## config.mk

```make
export PLATFORM = sky130hd
export DESIGN_NAME = tebc_ctrl
export DESIGN_NICKNAME = d
export VERILOG_FILES = /design/src/hw/rtl/tebc_pkg.sv /design/src/hw/rtl/tebc_ctrl.sv
export SDC_FILE = /design/constraint.sdc
export NUM_CORES = 1
export LEC_CHECK = 0
export BUFFER_PORTS_ARGS = -buffer_cell sky130_fd_sc_hd__buf_2
export CAP_MARGIN = 30
export CORE_AREA = 2 2 39 41
export DETAILED_ROUTE_END_ITERATION = 10
export DIE_AREA = 0 0 41 43
export SYNTH_ARGS = -nofsm -noshare
export SYNTH_HDL_FRONTEND = slang
export SYNTH_SLANG_ARGS = --single-unit
```

## constraint.sdc

```tcl
create_clock -name i_clk -period 1.8 [get_ports i_clk]
set_input_delay 0.18 -clock i_clk [delete_from_list [all_inputs] [get_ports i_clk]]
set_output_delay 0.18 -clock i_clk [all_outputs]
set_load 0.005 [all_outputs]
```

## src/hw/rtl/tebc_pkg.sv

```systemverilog
// Shared op codes and controller-to-datapath command type.
package tebc_pkg;

    localparam int OP_W = 2;

    localparam logic [OP_W-1:0] OP_RX     = 2'd0;
    localparam logic [OP_W-1:0] OP_TXDONE = 2'd1;
    localparam logic [OP_W-1:0] OP_READ   = 2'd2;

    // Commands from the controller to the datapath.
    typedef struct packed {
        logic capture;  // latch the incoming transaction
        logic exec;     // update pointers and access the stores
        logic load;     // move the finished result into the output register
    } t_cmd;

endpackage

```

## src/hw/rtl/tebc_ctrl.sv

```systemverilog
// Sequencing state machine: accept, execute, finish.
module tebc_ctrl (
    input  logic          i_clk,
    input  logic          i_rst_n,
    input  logic          i_in_valid,
    output logic          o_in_ready,
    output logic          o_out_valid,
    input  logic          i_out_ready,
    output tebc_pkg::t_cmd o_cmd
);

    typedef enum logic [1:0] {
        S_IDLE,
        S_EXEC,
        S_FIN
    } t_state;

    t_state r_state;
    logic   r_out_valid;
    logic   w_can_load;

    assign w_can_load  = !r_out_valid || i_out_ready;
    assign o_in_ready  = (r_state == S_IDLE) || ((r_state == S_FIN) && w_can_load);
    assign o_out_valid = r_out_valid;

    assign o_cmd.capture = i_in_valid && o_in_ready;
    assign o_cmd.exec    = (r_state == S_EXEC);
    assign o_cmd.load    = (r_state == S_FIN) && w_can_load;

    always_ff @(posedge i_clk) begin
        if (!i_rst_n) begin
            r_state     <= S_IDLE;
            r_out_valid <= 1'b0;
        end else begin
            if (o_cmd.load) begin
                r_out_valid <= 1'b1;
            end else if (r_out_valid && i_out_ready) begin
                r_out_valid <= 1'b0;
            end
            case (r_state)
                S_IDLE: begin
                    if (o_cmd.capture) begin
                        r_state <= S_EXEC;
                    end
                end
                S_EXEC: begin
                    r_state <= S_FIN;
                end
                S_FIN: begin
                    if (o_cmd.load) begin
                        r_state <= o_cmd.capture ? S_EXEC : S_IDLE;
                    end
                end
                default: begin
                    r_state <= S_IDLE;
                end
            endcase
        end
    end

endmodule

```

==> results of run 1 <==
-- placed cells by master, fill, tap and decap left out, types with 2 or more instances in the layout --
| cell | count |
|---|---|
| dfxtp_1 | 3 |
| buf_2 | 8 |
| clkbuf_4 | 3 |
| nor2b_1 | 2 |
-- worst reg2reg max path: stages, from the launching register on --
cell and delay, ps:
dfxtp_1 400, and4bb_2 250, o21a_1 160
-- metrics by stage --
| stage | area, um^2 | hold WS (ps) | power [mW] | cells |
|---|---|---|---|---|
| 2_1_floorplan | 151 | 297 | 0.0831 | 14 |
| 3_3_place_gp | 211 | 418 | 0.0935 | 38 |
| 3_5_place_dp | 211 | 418 | 0.0937 | 38 |
| 4_1_cts | 238 | 173 | 0.216 | 42 |
| 5_1_grt | 238 | 174 | 0.226 | 42 |
| 6_report | 238 | 178 | 0.209 | 42 |
-- routing by layer --
layer  up-vias  wire [um]
met5         -          0
met4         0          0
met3         0         36
met2         3        206
met1        66         83
li1         73          -
-- final cells by class --
class                      count  area share, %
tap                           16           8.42
timing repair buffer           8           16.8
sequential                     3           25.3
clock buffer                   4           11.1
multi-input combinational     11           38.4
-- worst max path at each step --
stage / startpoint / to / cells past startpoint
finish: o_out_valid / o_cmd[0] / 3
global route: o_out_valid / o_cmd[0] / 3
floorplan: o_out_valid / o_cmd[0] / 2
CTS: o_out_valid / o_cmd[0] / 3
global placement: o_out_valid / o_cmd[0] / 3
detailed placement: o_out_valid / o_cmd[0] / 3
-- kinds of logic after synthesis --
kind of cell     after synthesis
AO/OA/AOI/OAI                  2
flip-flops                     3
AND/OR/NAND/NOR                9
-- sequential cells by signal, indices dropped and copies added (netlist names) --
| name | cells |
|---|---|
| o_out_valid | 1 |
| r_state | 2 |
-- power by group through the flow --
| stage | clock [mW] | combinational (mW) | sequential, mW |
|---|---|---|---|
| floorplan | 0 | 0.00976 | 0.0733 |
| global placement | 0 | 0.0199 | 0.0737 |
| detailed placement | 0 | 0.0199 | 0.0739 |
| CTS | 0.123 | 0.0200 | 0.0729 |
| global route | 0.132 | 0.0210 | 0.0731 |
| finish | 0.116 | 0.0193 | 0.0728 |
-- synth_stat cells --
cell / number / area (um^2)
nor4bb_2: 1 / 16.3
o21a_1: 1 / 7.51
and4bb_2: 1 / 12.5
a21boi_0: 1 / 7.51
dfxtp_1: 3 / 60.1
or2b_2: 1 / 8.76
nor2_1: 1 / 3.75
nand2b_1: 1 / 6.26
nor2b_1: 2 / 12.5
nor3b_1: 1 / 7.51
and3b_1: 1 / 8.76
==> flow_summary.html, run 1 <==
<table>
<tr><th>Metric</th><th>Value</th></tr>
<tr><th colspan="2">Status</th></tr>
<tr><td>Result of the run</td><td>complete, no violations</td></tr>
<tr><th colspan="2">Run</th></tr>
<tr><td>Max-capacitance violation count</td><td>0</td></tr>
<tr><th colspan="2">Global route</th></tr>
<tr><td>Initial antenna violation count</td><td>0</td></tr>
<tr><td>Gr ovfl total</td><td>0</td></tr>
<tr><td>Most heavily used metal layer in global routing</td><td>met4</td></tr>
<tr><td>Met1 demand-to-capacity share in global routing</td><td>1.28%</td></tr>
<tr><td>Met3 demand-to-capacity share in global routing</td><td>4.71%</td></tr>
<tr><td>Global-route usage over all layers</td><td>4.41%</td></tr>
<tr><td>Via count of the first global-routing pass</td><td>132</td></tr>
<tr><td>Global-route track usage on met2</td><td>5.94%</td></tr>
<tr><td>Maximum number of pins on one net before global-route repair</td><td>7</td></tr>
<tr><td>Wire length of the first global-routing pass</td><td>400 um</td></tr>
<tr><th colspan="2">Synth</th></tr>
<tr><td>Combinational family with the most area after synthesis</td><td>simple AND/OR/NAND/NOR gates</td></tr>
<tr><td>Complex-gate fraction of the synthesized area</td><td>9.92%</td></tr>
<tr><td>Instance count of the mapped netlist</td><td>14</td></tr>
<tr><td>Flip-flop and latch count after synthesis</td><td>3</td></tr>
<tr><td>Average instance area after synthesis</td><td>10.8 um^2</td></tr>
<tr><td>Distinct cell type count after synthesis</td><td>11</td></tr>
<tr><td>Number of nets produced by synthesis</td><td>18</td></tr>
<tr><td>Fraction of the yosys area taken by sequential cells</td><td>39.7%</td></tr>
<tr><td>Multiplexer fraction of the synthesized cell area</td><td>0%</td></tr>
<tr><td>Synth Area in Adders</td><td>0%</td></tr>
<tr><td>Warning count from the yosys run</td><td>0</td></tr>
<tr><td>Simple logic cell fraction of the synthesized area</td><td>50.4%</td></tr>
<tr><td>Post-synthesis xor/xnor area fraction</td><td>0%</td></tr>
<tr><td>Netlist area before placement</td><td>151 um^2</td></tr>
<tr><th colspan="2">Worst setup path</th></tr>
<tr><td>Slack of the worst reg-to-reg path</td><td>890 ps</td></tr>
<tr><td>Critical path fanouts, max</td><td>4</td></tr>
<tr><td>Capturing point of the worst reg2reg path</td><td>r_state[1]</td></tr>
<tr><td>Type of the worst setup path</td><td>register to primary output</td></tr>
<tr><td>Worst r2r path cells</td><td>2</td></tr>
<tr><td>Worst r2r src</td><td>r_state[0]</td></tr>
<tr><td>Kind of end point of the critical path</td><td>primary output</td></tr>
<tr><td>Startpoint Class</td><td>register</td></tr>
<tr><td>Buf/Inv on CP</td><td>1</td></tr>
<tr><td>Data arrival time of the worst path</td><td>1110 ps</td></tr>
<tr><td>Required time of the critical path</td><td>1620 ps</td></tr>
<tr><td>Ordered cell list for the critical path</td><td>or2b_2, nor2b_1, buf_2</td></tr>
<tr><td>Library cell contributing the largest single delay on the critical path</td><td>dfxtp_1</td></tr>
<tr><td>Worst path max stage delay</td><td>340 ps</td></tr>
<tr><td>Family with the most delay on the worst path</td><td>simple AND/OR/NAND/NOR gates</td></tr>
<tr><th colspan="2">Clocking</th></tr>
<tr><td>Clock transition at path regs</td><td>30 ps</td></tr>
<tr><td>H-Tree Depth</td><td>1</td></tr>
<tr><td>Hold buffer count at cts</td><td>0</td></tr>
<tr><td>TritonCTS Buffers</td><td>3</td></tr>
<tr><td>Clock tree from TritonCTS</td><td>done</td></tr>
<tr><td>Setup repair bufs after CTS</td><td>0</td></tr>
<tr><td># resized after CTS</td><td>0</td></tr>
<tr><td>Clock insertion delay at the later pin of the skew report</td><td>230 ps</td></tr>
<tr><td>CTS sink cnt</td><td>3</td></tr>
<tr><td>CTS root buffer</td><td>clkbuf_4</td></tr>
<tr><td>Buffer levels on the longest clock path</td><td>2</td></tr>
<tr><th colspan="2">STA</th></tr>
<tr><td>Sum of negative setup slack</td><td>0 ps</td></tr>
<tr><td>Transition time at the pin with the least slew margin</td><td>184 ps</td></tr>
<tr><td>Tcrit/Tclk final</td><td>71.8%</td></tr>
<tr><td>Slack of the critical path</td><td>508 ps</td></tr>
<tr><td>Final Slew Violations</td><td>0</td></tr>
<tr><td>Skew final</td><td>1.05 ps</td></tr>
<tr><td>Minimum clock period after layout</td><td>1290 ps</td></tr>
<tr><td>Final Hold Violating Endpoints</td><td>0</td></tr>
<tr><td>RSZ-0062 raised after global routing</td><td>false</td></tr>
<tr><td>Achievable frequency</td><td>774 MHz</td></tr>
<tr><td>Final count of negative-setup-slack endpoints</td><td>0</td></tr>
<tr><td>Headroom to the max-slew limit</td><td>87.6%</td></tr>
<tr><th colspan="2">Drt</th></tr>
<tr><td>Final routed DRC violation total</td><td>0</td></tr>
<tr><td>Via density per instance</td><td>3.38</td></tr>
<tr><td>Via count of the routed design</td><td>142</td></tr>
<tr><td>Number of detailed-route iterations in the first pass</td><td>2</td></tr>
<tr><td>Average wire per cell in the routed design</td><td>7.76 um</td></tr>
<tr><td>DRT Wirelength</td><td>326 um</td></tr>
<tr><td>Number of DRC markers in iteration 0</td><td>1</td></tr>
<tr><td>Final ANT Viol Nets</td><td>0</td></tr>
<tr><th colspan="2">Pwr</th></tr>
<tr><td>Share of total power consumed by net switching</td><td>20.7%</td></tr>
<tr><td>Lkg Pwr</td><td>0.107 nW</td></tr>
<tr><td>Part of the power in registers</td><td>34.9%</td></tr>
<tr><td>Share of total power in the clock network</td><td>55.8%</td></tr>
<tr><td>PD cells</td><td>877 nW/um^2</td></tr>
<tr><td>Switching power summed over all nets</td><td>0.0431 mW</td></tr>
<tr><td>Cell-internal power</td><td>0.165 mW</td></tr>
<tr><td>Relative contribution of combinational cells to total power</td><td>9.2%</td></tr>
<tr><td>Max IR drop VDD</td><td>0.000143 V</td></tr>
<tr><th colspan="2">Place</th></tr>
<tr><td>Number of input and output port buffers inserted</td><td>8</td></tr>
<tr><td>RePlAce Congestion</td><td>0.560</td></tr>
<tr><td>Half-perimeter wire length of the detailed placement result</td><td>260 um</td></tr>
<tr><td>Setup Slack @ Placement</td><td>748 ps</td></tr>
<tr><th colspan="2">Finish</th></tr>
<tr><td>Total inserted antenna cells</td><td>0</td></tr>
<tr><td>Fraction of final layout cells sized beyond drive strength 1</td><td>53.8%</td></tr>
<tr><td>Finished Core Util</td><td>17.2%</td></tr>
<tr><td>Filler cell count in the final layout</td><td>162</td></tr>
<tr><td>Count of nets after finishing</td><td>31</td></tr>
<tr><td>Sequential Area</td><td>60.1 um^2</td></tr>
<tr><td>Area grow syn2layout</td><td>57.0%</td></tr>
<tr><td>Multi-input combinational cell area</td><td>91.3 um^2</td></tr>
<tr><th colspan="2">Hold path</th></tr>
<tr><td>Origin of the worst min-delay path</td><td>i_rst_n</td></tr>
<tr><td>Worst Hold End</td><td>r_state[1]</td></tr>
<tr><td>Hold Crit Class</td><td>input pin to register</td></tr>
<tr><td>Number of cells on the worst hold path</td><td>2</td></tr>
<tr><th colspan="2">Floorplanning</th></tr>
<tr><td>Num rows</td><td>14</td></tr>
<tr><td>Chip Width</td><td>41 um</td></tr>
<tr><td>Die Outline Area</td><td>1760 um^2</td></tr>
<tr><td>Chip height</td><td>43 um</td></tr>
<tr><td>Initial standard-cell utilization of the core</td><td>10.9%</td></tr>
<tr><td>Area inside the core boundary</td><td>1380 um^2</td></tr>
<tr><td>Boundary pin count</td><td>9</td></tr>
</table>
No activity file was read; power rests on OpenSTA's default activity.
==> run 2: changes to the inputs <==
==> constraint.sdc (replaced) <==
create_clock -name i_clk -period 1.2 [get_ports i_clk]
set_input_delay 0.12 -clock i_clk [delete_from_list [all_inputs] [get_ports i_clk]]
set_output_delay 0.12 -clock i_clk [all_outputs]
set_load 0.005 [all_outputs]
==> run 2 against run 1 <==
Effect of this change:
- worst hold slack got worse by 62 ps
- clock skew decreased by 0.83 ps
- design area is 7.9% higher
- clock-buffer cell count did not move
- flip-flop and latch count unchanged
- critical path type unchanged
==> flow_summary.html, run 2 (synthesis results as in run 1) <==
<table>
<tr><th>Metric</th><th>Value</th></tr>
<tr><th colspan="2">STA</th></tr>
<tr><td>Achievable frequency</td><td>850 MHz</td></tr>
<tr><td>RSZ-0062 raised after global routing</td><td>true</td></tr>
<tr><td>Sum of negative setup slack</td><td>0 ps (unchanged)</td></tr>
<tr><td>Transition time at the pin with the least slew margin</td><td>185 ps (+1.05 ps)</td></tr>
<tr><td>Headroom to the max-slew limit</td><td>87.5% (about the same)</td></tr>
<tr><td>Tcrit/Tclk final</td><td>98.0%</td></tr>
<tr><td>Final Hold Violating Endpoints</td><td>0 (unchanged)</td></tr>
<tr><td>Final Slew Violations</td><td>0 (unchanged)</td></tr>
<tr><td>Skew final</td><td>0.217 ps (-0.833 ps)</td></tr>
<tr><td>Minimum clock period after layout</td><td>1180 ps</td></tr>
<tr><td>Final count of negative-setup-slack endpoints</td><td>0 (unchanged)</td></tr>
<tr><th colspan="2">Finish</th></tr>
<tr><td>Register bank with the most flops</td><td>r_state</td></tr>
<tr><td>Leading cell type in the layout, fill and taps excluded</td><td>buf_2</td></tr>
<tr><td>Final instance area</td><td>256 um^2 (+7.9%)</td></tr>
<tr><td>Area grow syn2layout</td><td>69.4%</td></tr>
<tr><td>Count of nets after finishing</td><td>32 (+3.2%)</td></tr>
<tr><td>Finished Core Util</td><td>18.5% (+1.4 points)</td></tr>
<tr><td>Flip-flop count of the largest register, all copies and words added</td><td>2 (unchanged)</td></tr>
<tr><td>Non-Filler Instances</td><td>43 (+2.4%)</td></tr>
<tr><td>Total inserted antenna cells</td><td>0 (unchanged)</td></tr>
<tr><td>Most frequent cells in the layout</td><td>buf_2 (8), clkbuf_4 (3), nor2b_1 (2), dfxtp_2 (2)</td></tr>
<tr><td>Fraction of final layout cells sized beyond drive strength 1</td><td>70.4% (+17 points)</td></tr>
<tr><th colspan="2">Floorplanning</th></tr>
<tr><td>Chip Width</td><td>41 um (unchanged)</td></tr>
<tr><td>Initial standard-cell utilization of the core</td><td>10.9% (unchanged)</td></tr>
<tr><td>Boundary pin count</td><td>9 (unchanged)</td></tr>
<tr><td>Num rows</td><td>14 (unchanged)</td></tr>
<tr><td>Area inside the core boundary</td><td>1380 um^2 (unchanged)</td></tr>
<tr><td>Die Outline Area</td><td>1760 um^2 (unchanged)</td></tr>
<tr><td>Chip height</td><td>43 um (unchanged)</td></tr>
<tr><th colspan="2">Clocking</th></tr>
<tr><td>CTS root buffer</td><td>clkbuf_4</td></tr>
<tr><td>H-Tree Depth</td><td>1 (unchanged)</td></tr>
<tr><td>Hold buffer count at cts</td><td>0 (unchanged)</td></tr>
<tr><td>CTS sink cnt</td><td>3 (unchanged)</td></tr>
<tr><td>Clock transition at path regs</td><td>40 ps (about the same)</td></tr>
<tr><td>Clock tree from TritonCTS</td><td>done</td></tr>
<tr><td>TritonCTS Buffers</td><td>3 (unchanged)</td></tr>
<tr><td>Buffer levels on the longest clock path</td><td>2 (unchanged)</td></tr>
<tr><td>Clock insertion delay at the later pin of the skew report</td><td>230 ps (about the same)</td></tr>
<tr><th colspan="2">Hold path</th></tr>
<tr><td>Hold Crit Class</td><td>input pin to register</td></tr>
<tr><td>Worst Hold End</td><td>r_state[1]</td></tr>
<tr><td>Number of cells on the worst hold path</td><td>2 (unchanged)</td></tr>
<tr><td>Origin of the worst min-delay path</td><td>i_rst_n</td></tr>
<tr><th colspan="2">Worst setup path</th></tr>
<tr><td>Critical path launch point</td><td>r_state[1]</td></tr>
<tr><td>Critical path fanouts, max</td><td>4 (unchanged)</td></tr>
<tr><td>Required time of the critical path</td><td>1080 ps (-540 ps)</td></tr>
<tr><td>Kind of end point of the critical path</td><td>primary output</td></tr>
<tr><td>Slack of the worst reg-to-reg path</td><td>200 ps (-690 ps)</td></tr>
<tr><td>Startpoint Class</td><td>register</td></tr>
<tr><td>Data arrival time of the worst path</td><td>1060 ps (-50 ps)</td></tr>
<tr><td>Worst r2r src</td><td>r_state[1]</td></tr>
<tr><td>Worst r2r path cells</td><td>3 (+1)</td></tr>
<tr><td>Type of the worst setup path</td><td>register to primary output</td></tr>
<tr><td>Capturing point of the worst reg2reg path</td><td>r_state[0]</td></tr>
<tr><th colspan="2">Pwr</th></tr>
<tr><td>Max IR drop VDD</td><td>0.000239 V (+67%)</td></tr>
<tr><td>Lkg Pwr</td><td>0.118 nW (+10%)</td></tr>
<tr><td>PD cells</td><td>1230 nW/um^2 (+41%)</td></tr>
<tr><th colspan="2">Status</th></tr>
<tr><td>Result of the run</td><td>complete, no violations</td></tr>
<tr><th colspan="2">Place</th></tr>
<tr><td>RePlAce Congestion</td><td>0.558 (-0.50%)</td></tr>
<tr><td>Placed Area</td><td>211 um^2 (unchanged)</td></tr>
<tr><td>Number of input and output port buffers inserted</td><td>8 (unchanged)</td></tr>
<tr><td>Half-perimeter wire length of the detailed placement result</td><td>254 um (-2.1%)</td></tr>
<tr><td>Total placed cells including tap cells</td><td>38 (unchanged)</td></tr>
<tr><th colspan="2">Global route</th></tr>
<tr><td>Gr ovfl total</td><td>0 (unchanged)</td></tr>
<tr><td>Wire length of the first global-routing pass</td><td>462 um (+16%)</td></tr>
<tr><td>Initial antenna violation count</td><td>0 (unchanged)</td></tr>
<tr><td>Via count of the first global-routing pass</td><td>150 (+14%)</td></tr>
<tr><td>Maximum number of pins on one net before global-route repair</td><td>7 (unchanged)</td></tr>
<tr><td>Global-route usage over all layers</td><td>4.90% (+0.50 points)</td></tr>
<tr><th colspan="2">Drt</th></tr>
<tr><td>Average wire per cell in the routed design</td><td>7.84 um (+0.97%)</td></tr>
<tr><td>Via density per instance</td><td>3.42 (+1.1%)</td></tr>
<tr><td>Final ANT Viol Nets</td><td>0 (unchanged)</td></tr>
<tr><td>DRT Wirelength</td><td>337 um (+3.4%)</td></tr>
<tr><td>Number of DRC markers in iteration 0</td><td>1 (unchanged)</td></tr>
<tr><td>Via count of the routed design</td><td>147 (+3.5%)</td></tr>
<tr><td>Final routed DRC violation total</td><td>0 (unchanged)</td></tr>
<tr><td>Number of detailed-route iterations in the first pass</td><td>2 (unchanged)</td></tr>
<tr><th colspan="2">Run</th></tr>
<tr><td>Max-capacitance violation count</td><td>0 (unchanged)</td></tr>
</table>
run 2: through the flow:
step / hold slack [ps] / power, mW / worst slack, ps
final: 116 / 0.316 / 23.5
after global routing: 123 / 0.340 / -25.5
after CTS: 112 / 0.329 / 12.7
after detailed placement: 358 / 0.141 / 206
after global placement: 358 / 0.140 / 212
after floorplan: 237 / 0.125 / 314
run 2: worst max-delay path, stage by stage, from the launching register on:
cell and delay [ps]:
dfxtp_2 320, and3b_2 230, nor3b_2 150, buf_2 130
run 2: worst max path at each step:
| stage | end | slack (ps) | cells past startpoint |
|---|---|---|---|
| after global routing | o_cmd[0] | -30 | 3 |
| after detailed placement | o_cmd[0] | 210 | 3 |
| after floorplan | o_cmd[0] | 310 | 2 |
| after CTS | o_cmd[0] | 10 | 3 |
| after global placement | o_cmd[0] | 210 | 3 |
| final | o_cmd[2] | 20 | 3 |
run 2: routing by layer:
metal | global-route usage (%) | wire length [um]
met5 | 0 | 0
met2 | 7.19 | 195
met3 | 4.71 | 36
met1 | 1.59 | 104
met4 | 8.00 | 0
run 2: cell type report:
class / count / area (um^2)
well taps: 16 / 20.0
fillers: 167 / 1130
repair buffers: 9 / 47.5
multi-input cells: 11 / 100
flip-flops and latches: 3 / 62.6
clock buffers: 4 / 26.3
run 2: repair_timing:
| item | CTS | global route |
|---|---|---|
| gates resized for setup | 3 | 2 |
| endpoints found under the setup margin | 2 | 2 |
| buffers inserted | 0 | 1 |
| pin swaps | 0 | 1 |
run 2: report_power, final:
| part | internal, mW | switching [mW] | leakage (nW) |
|---|---|---|---|
| combinational | 0.0202 | 0.0102 | 0.0771 |
| sequential | 0.105 | 0.00498 | 0.0255 |
| clock | 0.125 | 0.0512 | 0.0150 |
| total | 0.250 | 0.0664 | 0.118 |
==> run 3: changes to the inputs <==
--- a/config.mk
+++ b/config.mk
@@ -10,6 +10,7 @@
 export CORE_AREA = 2 2 39 41
 export DETAILED_ROUTE_END_ITERATION = 10
 export DIE_AREA = 0 0 41 43
+export SETUP_SLACK_MARGIN = 0.05
 export SYNTH_ARGS = -nofsm -noshare
 export SYNTH_HDL_FRONTEND = slang
 export SYNTH_SLANG_ARGS = --single-unit
==> run 3 against run 2 <==
Effect of this change:
- design area grew 0.49%
- power rose by 0.15%
- die area unchanged
- first-iteration DRC count unchanged
- clock power about the same
- critical path depth stayed put
- worst hold slack unchanged
- flip-flop and latch count is the same
- highest routed layer unchanged
==> flow_summary.html, run 3 (synthesis results as in run 1) <==
<table>
<tr><th>Metric</th><th>Value</th></tr>
<tr><th colspan="2">STA</th></tr>
<tr><td>Achievable frequency</td><td>850 MHz (unchanged)</td></tr>
<tr><td>Final count of negative-setup-slack endpoints</td><td>0 (unchanged)</td></tr>
<tr><td>Tcrit/Tclk final</td><td>98.0% (unchanged)</td></tr>
<tr><td>Final Hold Violating Endpoints</td><td>0 (unchanged)</td></tr>
<tr><td>Headroom to the max-slew limit</td><td>87.5% (about the same)</td></tr>
<tr><td>Minimum clock period after layout</td><td>1180 ps (unchanged)</td></tr>
<tr><td>RSZ-0062 raised after global routing</td><td>true</td></tr>
<tr><td>Sum of negative setup slack</td><td>0 ps (unchanged)</td></tr>
<tr><td>Slack of the critical path</td><td>23.5 ps (unchanged)</td></tr>
<tr><td>Final Slew Violations</td><td>0 (unchanged)</td></tr>
<tr><td>Skew final</td><td>0.217 ps (unchanged)</td></tr>
<tr><td>Transition time at the pin with the least slew margin</td><td>185 ps (-0.0548 ps)</td></tr>
<tr><td>Hold_ws</td><td>116 ps (unchanged)</td></tr>
<tr><th colspan="2">Floorplanning</th></tr>
<tr><td>Area inside the core boundary</td><td>1380 um^2 (unchanged)</td></tr>
<tr><td>Boundary pin count</td><td>9 (unchanged)</td></tr>
<tr><td>Die Outline Area</td><td>1760 um^2 (unchanged)</td></tr>
<tr><td>Initial standard-cell utilization of the core</td><td>10.9% (unchanged)</td></tr>
<tr><td>Chip height</td><td>43 um (unchanged)</td></tr>
<tr><td>Num rows</td><td>14 (unchanged)</td></tr>
<tr><td>Chip Width</td><td>41 um (unchanged)</td></tr>
<tr><th colspan="2">Pwr</th></tr>
<tr><td>Total Power</td><td>0.317 mW (+0.15%)</td></tr>
<tr><td>PD cells</td><td>1230 nW/um^2 (-0.34%)</td></tr>
<tr><td>Max IR drop VDD</td><td>0.000240 V (+0.34%)</td></tr>
<tr><td>Lkg Pwr</td><td>0.118 nW (+0.27%)</td></tr>
<tr><th colspan="2">Worst setup path</th></tr>
<tr><td>Capturing point of the worst reg2reg path</td><td>r_state[0]</td></tr>
<tr><td>Critical path fanouts, max</td><td>4 (unchanged)</td></tr>
<tr><td>Worst r2r src</td><td>r_state[1]</td></tr>
<tr><td>Slack of the worst reg-to-reg path</td><td>190 ps (about the same)</td></tr>
<tr><td>Type of the worst setup path</td><td>register to primary output</td></tr>
<tr><td>Data arrival time of the worst path</td><td>1060 ps (about the same)</td></tr>
<tr><td>Startpoint Class</td><td>register</td></tr>
<tr><td>Kind of end point of the critical path</td><td>primary output</td></tr>
<tr><td>Required time of the critical path</td><td>1080 ps (about the same)</td></tr>
<tr><td>Worst r2r path cells</td><td>3 (unchanged)</td></tr>
<tr><th colspan="2">Clocking</th></tr>
<tr><td>Clock tree from TritonCTS</td><td>done</td></tr>
<tr><td>Buffer levels on the longest clock path</td><td>2 (unchanged)</td></tr>
<tr><td>TritonCTS Buffers</td><td>3 (unchanged)</td></tr>
<tr><td>CTS root buffer</td><td>clkbuf_4</td></tr>
<tr><td>H-Tree Depth</td><td>1 (unchanged)</td></tr>
<tr><td>CTS sink cnt</td><td>3 (unchanged)</td></tr>
<tr><td>Clock insertion delay at the later pin of the skew report</td><td>230 ps (about the same)</td></tr>
<tr><td>Clock transition at path regs</td><td>40 ps (about the same)</td></tr>
<tr><td>Hold buffer count at cts</td><td>0 (unchanged)</td></tr>
<tr><th colspan="2">Finish</th></tr>
<tr><td>Count of nets after finishing</td><td>32 (unchanged)</td></tr>
<tr><td>Most frequent cells in the layout</td><td>buf_2 (8), clkbuf_4 (3), dfxtp_2 (3)</td></tr>
<tr><td>Leading cell type in the layout, fill and taps excluded</td><td>buf_2</td></tr>
<tr><td>Register bank with the most flops</td><td>r_state</td></tr>
<tr><td>Total inserted antenna cells</td><td>0 (unchanged)</td></tr>
<tr><td>Filler cell count in the final layout</td><td>168 (+0.60%)</td></tr>
<tr><td>Area grow syn2layout</td><td>70.2%</td></tr>
<tr><td>Fraction of final layout cells sized beyond drive strength 1</td><td>74.1% (+3.7 points)</td></tr>
<tr><td>Flip-flop count of the largest register, all copies and words added</td><td>2 (unchanged)</td></tr>
<tr><th colspan="2">Drt</th></tr>
<tr><td>Final routed DRC violation total</td><td>0 (unchanged)</td></tr>
<tr><td>Via density per instance</td><td>3.42 (unchanged)</td></tr>
<tr><td>Number of DRC markers in iteration 0</td><td>1 (unchanged)</td></tr>
<tr><td>Average wire per cell in the routed design</td><td>7.84 um (unchanged)</td></tr>
<tr><td>DRT Wirelength</td><td>337 um (unchanged)</td></tr>
<tr><td>Number of detailed-route iterations in the first pass</td><td>2 (unchanged)</td></tr>
<tr><td>Final ANT Viol Nets</td><td>0 (unchanged)</td></tr>
<tr><td>Via count of the routed design</td><td>147 (unchanged)</td></tr>
<tr><th colspan="2">Global route</th></tr>
<tr><td>Via count of the first global-routing pass</td><td>150 (unchanged)</td></tr>
<tr><td>Wire length of the first global-routing pass</td><td>462 um (unchanged)</td></tr>
<tr><td>Global-route usage over all layers</td><td>4.90% (unchanged)</td></tr>
<tr><td>Gr ovfl total</td><td>0 (unchanged)</td></tr>
<tr><td>Maximum number of pins on one net before global-route repair</td><td>7 (unchanged)</td></tr>
<tr><td>Initial antenna violation count</td><td>0 (unchanged)</td></tr>
<tr><th colspan="2">Place</th></tr>
<tr><td>Number of input and output port buffers inserted</td><td>8 (unchanged)</td></tr>
<tr><td>RePlAce Congestion</td><td>0.558 (unchanged)</td></tr>
<tr><td>Half-perimeter wire length of the detailed placement result</td><td>254 um (unchanged)</td></tr>
<tr><td>Setup Slack @ Placement</td><td>206 ps (unchanged)</td></tr>
<tr><th colspan="2">Status</th></tr>
<tr><td>Result of the run</td><td>complete, no violations</td></tr>
<tr><th colspan="2">Hold path</th></tr>
<tr><td>Number of cells on the worst hold path</td><td>2 (unchanged)</td></tr>
<tr><td>Hold Crit Class</td><td>input pin to register</td></tr>
<tr><td>Worst Hold End</td><td>r_state[1]</td></tr>
<tr><td>Origin of the worst min-delay path</td><td>i_rst_n</td></tr>
<tr><th colspan="2">Run</th></tr>
<tr><td>Max-capacitance violation count</td><td>0 (unchanged)</td></tr>
</table>
[run 3: worst max path at each step]
stage	depth (start not counted)	slack, ps	start	end
floorplan	2	310	o_out_valid	o_cmd[0]
global placement	3	210	o_out_valid	o_cmd[0]
detailed placement	3	210	o_out_valid	o_cmd[0]
CTS	3	10	o_out_valid	o_cmd[0]
global route	3	-30	o_out_valid	o_cmd[0]
finish	3	20	r_state[1]	o_cmd[2]
[run 3: what timing repair did]
| item | CTS | global route |
|---|---|---|
| endpoints found under the setup margin | 2 | 4 |
| resized for setup | 3 | 3 |
| setup buffers | 0 | 1 |
| pin swaps | 0 | 1 |
[run 3: metal layers]
layer	global-route usage [%]	part of all wire [%]
met1	1.59	31
met2	7.19	58
met3	4.71	11
met4	8.00	0
met5	0	0
[run 3: stage by stage]
stage / instance area [um^2] / cells / util [%]
4_1_cts: 246 / 42 / 17.8
3_3_place_gp: 211 / 38 / 15.3
6_report: 258 / 43 / 18.6
5_1_grt: 258 / 43 / 18.6
3_5_place_dp: 211 / 38 / 15.3
2_1_floorplan: 151 / 14 / -
[run 3: cell type report]
type                    instances  area (um^2)  share of cell area [%]
repair buffers                  9         47.5                    18.4
clock buffers                   4         26.3                    10.2
well taps                      16         20.0                    7.77
multi-input cells              11          100                    38.8
flip-flops and latches          3         63.8                    24.8
[run 3: critical path: stages, from the launching register on]
cell and delay, ps:
dfxtp_2 320, and3b_2 230, nor3b_2 150, buf_2 130
[run 3: power breakdown]
group / switching [mW] / internal (mW) / total [mW]
clock network: 0.0512 / 0.125 / 0.176
registers: 0.00498 / 0.106 / 0.111
logic: 0.0102 / 0.0202 / 0.0304
